<file path="src/llsp_pkg.sv">
package llsp_pkg;

    localparam int ID_BITS = 6;

    localparam logic CMD_SYNC = 1'b0;
    localparam logic CMD_PICK = 1'b1;

    typedef enum logic [1:0]
    {
        OP_NONE = 2'd0,
        OP_SYNC = 2'd1,
        OP_BUMP = 2'd2
    } wr_op_t;

    typedef enum logic [1:0]
    {
        ST_IDLE = 2'b01,
        ST_SCAN = 2'b10
    } state_t;

    typedef struct packed
    {
        logic tok;
        logic have;
    } cand_ctl_t;

endpackage

</file>
<file path="src/llsp_cell.sv">
module llsp_cell #(
    parameter int CELL_ID     = 0,
    parameter int IDX_W       = 6,
    parameter int TYPE_BITS   = 16,
    parameter int LOAD_BITS   = 20,
    parameter int HANDLE_BITS = 16
) (
    input  logic                      clk,
    input  logic                      rst_n,
    input  llsp_pkg::wr_op_t          wr_op,
    input  logic [llsp_pkg::ID_BITS-1:0] wr_id,
    input  logic [TYPE_BITS-1:0]      wr_type,
    input  logic [LOAD_BITS-1:0]      wr_load,
    input  logic [HANDLE_BITS-1:0]    wr_link,
    input  logic [TYPE_BITS-1:0]      query,
    input  llsp_pkg::cand_ctl_t       in_ctl,
    input  logic [IDX_W-1:0]          in_id,
    input  logic [TYPE_BITS-1:0]      in_type,
    input  logic [LOAD_BITS-1:0]      in_load,
    input  logic [HANDLE_BITS-1:0]    in_link,
    output llsp_pkg::cand_ctl_t       out_ctl,
    output logic [IDX_W-1:0]          out_id,
    output logic [TYPE_BITS-1:0]      out_type,
    output logic [LOAD_BITS-1:0]      out_load,
    output logic [HANDLE_BITS-1:0]    out_link
);
    import llsp_pkg::*;

    logic                   valid_reg;
    logic [TYPE_BITS-1:0]   type_reg;
    logic [LOAD_BITS-1:0]   load_reg;
    logic [HANDLE_BITS-1:0] link_reg;

    cand_ctl_t              ctl_reg, ctl_next;
    logic [IDX_W-1:0]       id_reg, id_next;
    logic [TYPE_BITS-1:0]   ctype_reg, ctype_next;
    logic [LOAD_BITS-1:0]   cload_reg, cload_next;
    logic [HANDLE_BITS-1:0] clink_reg, clink_next;

    logic hit;
    logic match;
    logic take;

    assign hit   = (wr_op != OP_NONE) && (32'(wr_id) == CELL_ID);
    assign match = valid_reg && (|(type_reg & query));
    assign take  = in_ctl.tok && match && (!in_ctl.have || (load_reg < in_load));

    always_comb
    begin
        ctl_next.tok  = in_ctl.tok;
        ctl_next.have = in_ctl.have | (in_ctl.tok & match);
        if (take)
        begin
            id_next    = IDX_W'(CELL_ID);
            ctype_next = type_reg;
            cload_next = load_reg;
            clink_next = link_reg;
        end
        else
        begin
            id_next    = in_id;
            ctype_next = in_type;
            cload_next = in_load;
            clink_next = in_link;
        end
    end

    always_ff @(posedge clk or negedge rst_n)
    begin
        if (!rst_n)
        begin
            valid_reg <= 1'b0;
            ctl_reg   <= '0;
        end
        else
        begin
            ctl_reg <= ctl_next;
            if (hit && (wr_op == OP_SYNC))
            begin
                valid_reg <= 1'b1;
            end
        end
    end

    always_ff @(posedge clk)
    begin
        id_reg    <= id_next;
        ctype_reg <= ctype_next;
        cload_reg <= cload_next;
        clink_reg <= clink_next;
        if (hit)
        begin
            load_reg <= wr_load;
            if (wr_op == OP_SYNC)
            begin
                link_reg <= wr_link;
                if (!valid_reg)
                begin
                    type_reg <= wr_type;
                end
            end
        end
    end

    assign out_ctl  = ctl_reg;
    assign out_id   = id_reg;
    assign out_type = ctype_reg;
    assign out_load = cload_reg;
    assign out_link = clink_reg;

endmodule

</file>
<file path="config.mk">
export PLATFORM = sky130hd
export DESIGN_NAME = llsp_cell
export DESIGN_NICKNAME = d
export VERILOG_FILES = /design/src/llsp_pkg.sv /design/src/llsp_cell.sv
export SDC_FILE = /design/constraint.sdc
export NUM_CORES = 1
export LEC_CHECK = 0
export BUFFER_PORTS_ARGS = -buffer_cell sky130_fd_sc_hd__buf_2
export CORE_ASPECT_RATIO = 0.7
export CORE_UTILIZATION = 42
export CTS_CLUSTER_SIZE = 25
export DETAILED_ROUTE_END_ITERATION = 10
export PLACE_DENSITY = 0.82
export SYNTH_ARGS = -nofsm -noshare
export SYNTH_HDL_FRONTEND = slang
export SYNTH_SLANG_ARGS = --single-unit
</file>
<file path="constraint.sdc">
create_clock -name clk -period 2.3 [get_ports clk]
set_input_delay 0.46 -clock clk [delete_from_list [all_inputs] [get_ports clk]]
set_output_delay 0.46 -clock clk [all_outputs]
set_load 0.005 [all_outputs]
</file>
# --- Word-level counts from Yosys, hierarchy flattened ---
# Cells that the tools add are included.
totals:
  romBits: 0
  n_memories: 0
  wordCells: 31
  ramBits: 0
  latch_bits: 0
  inputBits: 138
  output_inout_bits: 60
  reg_bits: 113
classes:
  bitwise_logic: 4
  n_reduce_logical: 12
  n_shift: 0
  n_mux: 3
  n_addsub: 0
  eq_ne: 1
  div: 0
  order_cmp: 1
  multipliers: 0
ops:
  columns: ["operator", "count"]
  rows:
  - ["$mux 16", 2]
  - ["$lt 20x20->1", 1]
  - ["$mux 20", 1]
  - ["$and 16x16->16", 1]
  - ["$reduce_or 16->1", 1]
  - ["$logic_not 6->1", 1]
  - ["$logic_and 1x1->1", 5]
  - ["$reduce_and 3->1", 1]
  - ["$eq 2x1->1 const B", 1]
  - ["$reduce_and 2->1", 1]
  - ["$reduce_bool 2->1", 1]
  - ["$and 1x1->1", 1]
  - ["$logic_not 1->1", 1]
  - ["$logic_or 1x1->1", 1]
  - ["$not 1->1", 1]
  - ["$or 1x1->1", 1]

# --- Logic depth before layout (Yosys ltp) ---
depth:
  word_depth: 6
  ltp_mapped: 10
  depth_no_buf: 8

# --- Worst setup path before layout ---
# No wires, ideal clock.
synth_path:
  kind: "in2reg"
  start: "in wr_id[0] in the netlist's numbering"
  end: "reg type_reg[0] (enable)"
  required_time_ns: 1.911
  arrival_ns: 4.139
  cell_stages: 4
  path_slack_ns: -2.227
  setup_time_ns: 0.389
  path_cell_list: "or4_1 -> nor4_1 -> nand3b_1 -> nor2_1"
synth_via:
  elab_chain_len: 3
synth_lines:
  columns: ["element", "line_no", "source"]
  rows:
  - ["start: declaration", "llsp_cell.sv:11", "input logic [llsp_pkg::ID_BITS-1:0] wr_id,"]
  - ["$logic_not 6->1", "llsp_cell.sv:44", "assign hit = (wr_op != OP_NONE) && (32'(wr_id) == CELL_ID);"]
  - ["$logic_and 1x1->1", "llsp_cell.sv:44", null]
  - ["named net hit", "llsp_cell.sv:40", "logic hit;"]
  - ["$reduce_and 3->1 (no line)", null, null]
  - ["end signal: assignment", "llsp_cell.sv:99", "type_reg <= wr_type;"]
  - ["end: declaration", "llsp_cell.sv:30", "logic [TYPE_BITS-1:0] type_reg;"]
# The timed path passes the listed nets, and every way through them passes these cells.
# A chain may end at the register's enable or synchronous reset.

# --- Final worst setup path ---
layout_path:
  start: "reg load_reg[18]"
  end: "reg clink_reg[8] (netlist: out_link[8])"
layout_via:
  elab_chain_len: 4
layout_lines:
  columns: ["element", "line_no", "source"]
  rows:
  - ["start: declaration", "llsp_cell.sv:31", "logic [LOAD_BITS-1:0] load_reg;"]
  - ["start signal: assignment", "llsp_cell.sv:93", "load_reg <= wr_load;"]
  - ["$lt 20x20->1", "llsp_cell.sv:46", "assign take = in_ctl.tok && match && (!in_ctl.have || (load_reg < in_load));"]
  - ["$logic_or 1x1->1", "llsp_cell.sv:46", null]
  - ["$logic_and 1x1->1", "llsp_cell.sv:46", null]
  - ["$mux 16", "llsp_cell.sv:52", "if (take)"]
  - ["named net clink_next[8]", "llsp_cell.sv:38", "logic [HANDLE_BITS-1:0] clink_reg, clink_next;"]
  - ["end signal: assignment", "llsp_cell.sv:90", "clink_reg <= clink_next;"]
  - ["end: declaration", "llsp_cell.sv:38", null]
# The timed path passes the listed nets, and every way through them passes these cells.

==> results.py <==
metrics = {
    "run_status": {
        "outcome": "complete, but fails checks",
        "violations": "negative setup slack",
    },
    "routing": {
        "drt_iter0_markers": 53,
        "wl_per_cell_um": 16.15,
        "viasPerCell": 4.700,
        "drc": 0,
        "wirelength_mm": 10.19,
        "firstDrtPassIters": 4,
        "vias": 2966,
        "ant_nets": 0,
    },
    "floorplan": {
        "dieArea_um2": 10440,
        "rows": 30,
        "ios": 198,
        "initial_core_util_pct": 43.32,
        "fp.dieH_um": 85.78,
        "core_um2": 9722,
        "die_x_um": 121.7,
    },
    "timing": {
        "hold_viol": 0,
        "finalSetupTns_ns": -0.7395,
        "final_max_slew_viol_count": 0,
        "fin_ws_ns": -0.04590,
        "worst_slew_pin_slew_ns": 0.3653,
        "layout_min_cycle_time_ns": 2.346,
        "rsz0062_at_grt": "true",
        "whs_ns": 0.1886,
        "setup_viol": 31,
        "worst_clock_skew_ns": 0.008368,
        "slew_headroom_pct": 75.46,
        "timing.final.crit_share_pct": 102.0,
        "fmax_ghz": 0.4263,
    },
    "cts": {
        "cts_tree": "yes",
        "cts.htree.levels": 4,
        "cts_root_buffer": "clkbuf_16",
        "cts_buffer_depth": 2,
        "insertion_delay_ns": 0.40,
        "cts_buffers": 17,
        "cts.reportedPaths.clkPinSlew_ns": 0.05,
        "clock-sinks": 113,
    },
    "placement": {
        "gp_congestion": 0.7169,
        "dp_hpwl_mm": 7.291,
        "dp_slack_ns": -0.2809,
        "io_buffers": 197,
        "placed_cells_incl_taps": 591,
        "dpl_cell_area_um2": 5414,
    },
    "setup_path": {
        "required_ns": 2.58,
        "path_class": "reg -> reg",
        "path_buf_inv": 2,
        "cp_slowest_cell": "edfxtp_1",
        "cp_max_fo": 10,
        "critPathLaunchType": "register",
        "end_kind": "register",
        "crit_family": "simple AND/OR/NAND/NOR gates",
        "worstPathArrival_ns": 2.62,
        "critical-path-max-stage-delay_ns": 0.43,
        "crit_path_cell_trace": "ha_4 > nand4_1 > nor4_2 > o311ai_2 > a31oi_4 > buf_4 > buf_12 > mux2_4",
    },
    "power": {
        "vdd_drop_max_mv": 0.6101,
        "power_density_nw_per_um2": 879.9,
        "p_leak_nw": 2.941,
    },
    "logic_synthesis": {
        "synth-xor-area-share_pct": 0,
        "synth_edf_count": 52,
        "ys_types": 32,
        "synthesis.nets": 422,
        "synth_top_family_by_area": "multiplexers",
        "yosys.area_share.simple_pct": 4.070,
        "ys_seq_elements": 113,
        "synth_compound_area_share_pct": 5.377,
        "seq_area_frac_synth_pct": 66.43,
        "synthAdderAreaFrac_pct": 5.645,
        "async_reset_ff_share_pct": 2.655,
        "yosys_warnings": 0,
        "syn_inst": 265,
        "synth_mux_area_share_pct": 15.15,
        "syn_area_um2": 4212,
        "syn_avg_cell_area_um2": 15.89,
        "synth_flop_cell": "dfxtp_1",
    },
    "layout": {
        "final_common_cell": "buf_2",
        "stdcell_area_um2": 6329,
        "syn_to_final_growth_pct": 50.27,
        "num_antenna_cells": 0,
        "layoutNonFillerInstCount": 631,
        "final_cell_mix": "buf_2, dfxtp_1, edfxtp_1",
        "nNetsFinal": 647,
        "drive_above_1_share_pct": 62.62,
    },
    "grt": {
        "grt_usage_pct": 19.07,
        "antenna_found_initial": 0,
        "grt_start_max_net_pins": 21,
        "grt_pass1_wl_mm": 14.66,
        "overflow": 0,
        "grt_pass1_vias": 2989,
    },
    "flow_run": {
        "maxCapViolations": 0,
    },
    "worst_hold_path": {
        "hp-class": "in -> reg",
    },
}
## worst paths after layout
check | start | end | slack [ns] | cells after the start
hold reg to reg | link_reg[14] | out_link[14] | 0.47 | 1
max in group asynchronous | rst_n | valid_reg | 1.77 | 2
hold / removal | in_ctl[1] | out_ctl[1] | 0.19 | 1
min in group asynchronous | rst_n | out_ctl[1] | 0.41 | 2
setup / recovery | load_reg[18] | out_link[8] | -0.05 | 8
setup reg to reg | load_reg[18] | out_link[8] | -0.05 | 8
## final cells by class
class | instances | area (um2)
clock buffer | 20 | 446.7
clock inverter | 12 | 205.2
fill | 720 | 3393
inverter | 20 | 75.07
multi-input combinational | 126 | 1450
sequential | 113 | 2798
tap | 128 | 160.2
timing repair buffer | 212 | 1194
## through the flow
stage / power (mW) / util (%)
5_1_grt: 5.752 / 65.10
3_5_place_dp: 2.681 / 55.69
6_report: 5.568 / 65.10
3_3_place_gp: 2.666 / 55.69
2_1_floorplan: 2.456 / -
4_1_cts: 5.583 / 63.73
## synth_stat cells, types with 2 or more instances
cell type	n	area (um2)
dfxtp_1	58	1161
edfxtp_1	52	1562
mux2_2	38	427.9
inv_1	20	75.07
ha_1	19	237.7
mux2_4	14	210.2
a21oi_1	8	40.04
and2_1	6	37.54
nand2_1	5	18.77
nor2_1	5	18.77
a221oi_2	4	60.06
a22o_1	4	35.03
buf_4	3	22.52
dfrtp_1	3	75.07
nand4_1	3	18.77
buf_6	2	22.52
nand2b_1	2	12.51
nand3_1	2	10.01
nor3_1	2	10.01
nor4_1	2	12.51
o21ai_0	2	10.01
## where the power goes
part           internal, mW  switching (mW)  leakage (nW)  total, mW
Sequential             2.18          0.0235         0.994       2.21
Clock                  1.96           0.908         0.311       2.87
Combinational         0.302           0.192          1.64      0.493
## per-layer routing
| metal | vias up | track usage, % | wire (um) |
|---|---|---|---|
| met3 | 8 | 6.715 | 612 |
| met5 | - | 0 | 0 |
| met2 | 119 | 31.82 | 5174 |
| met1 | 1412 | 22.69 | 4310 |
| li1 | 1427 | - | - |
| met4 | 0 | 7.183 | 91 |
## repair_timing
| action | 4_1_cts | 5_1_grt |
|---|---|---|
| endpoints found under the setup margin | 52 | 52 |
| pin swaps | 4 | 1 |
| gates resized for setup | 10 | 19 |
| cloned | 1 | 2 |
| hold buffers | 1 | 0 |
| setup buffers | 3 | 2 |
| endpoints found under the hold margin | 3 | 0 |
## logic make-up (layout without fill, tap and decap cells)
family	Yosys count	in the layout
DFF	113	113
muxes	52	52
and+or+nand+nor	31	31
buffers and inverters	26	264
AOI/OAI and AO/OA	24	24
adders and majority gates	19	19
No activity file was read; power rests on OpenSTA's default activity.
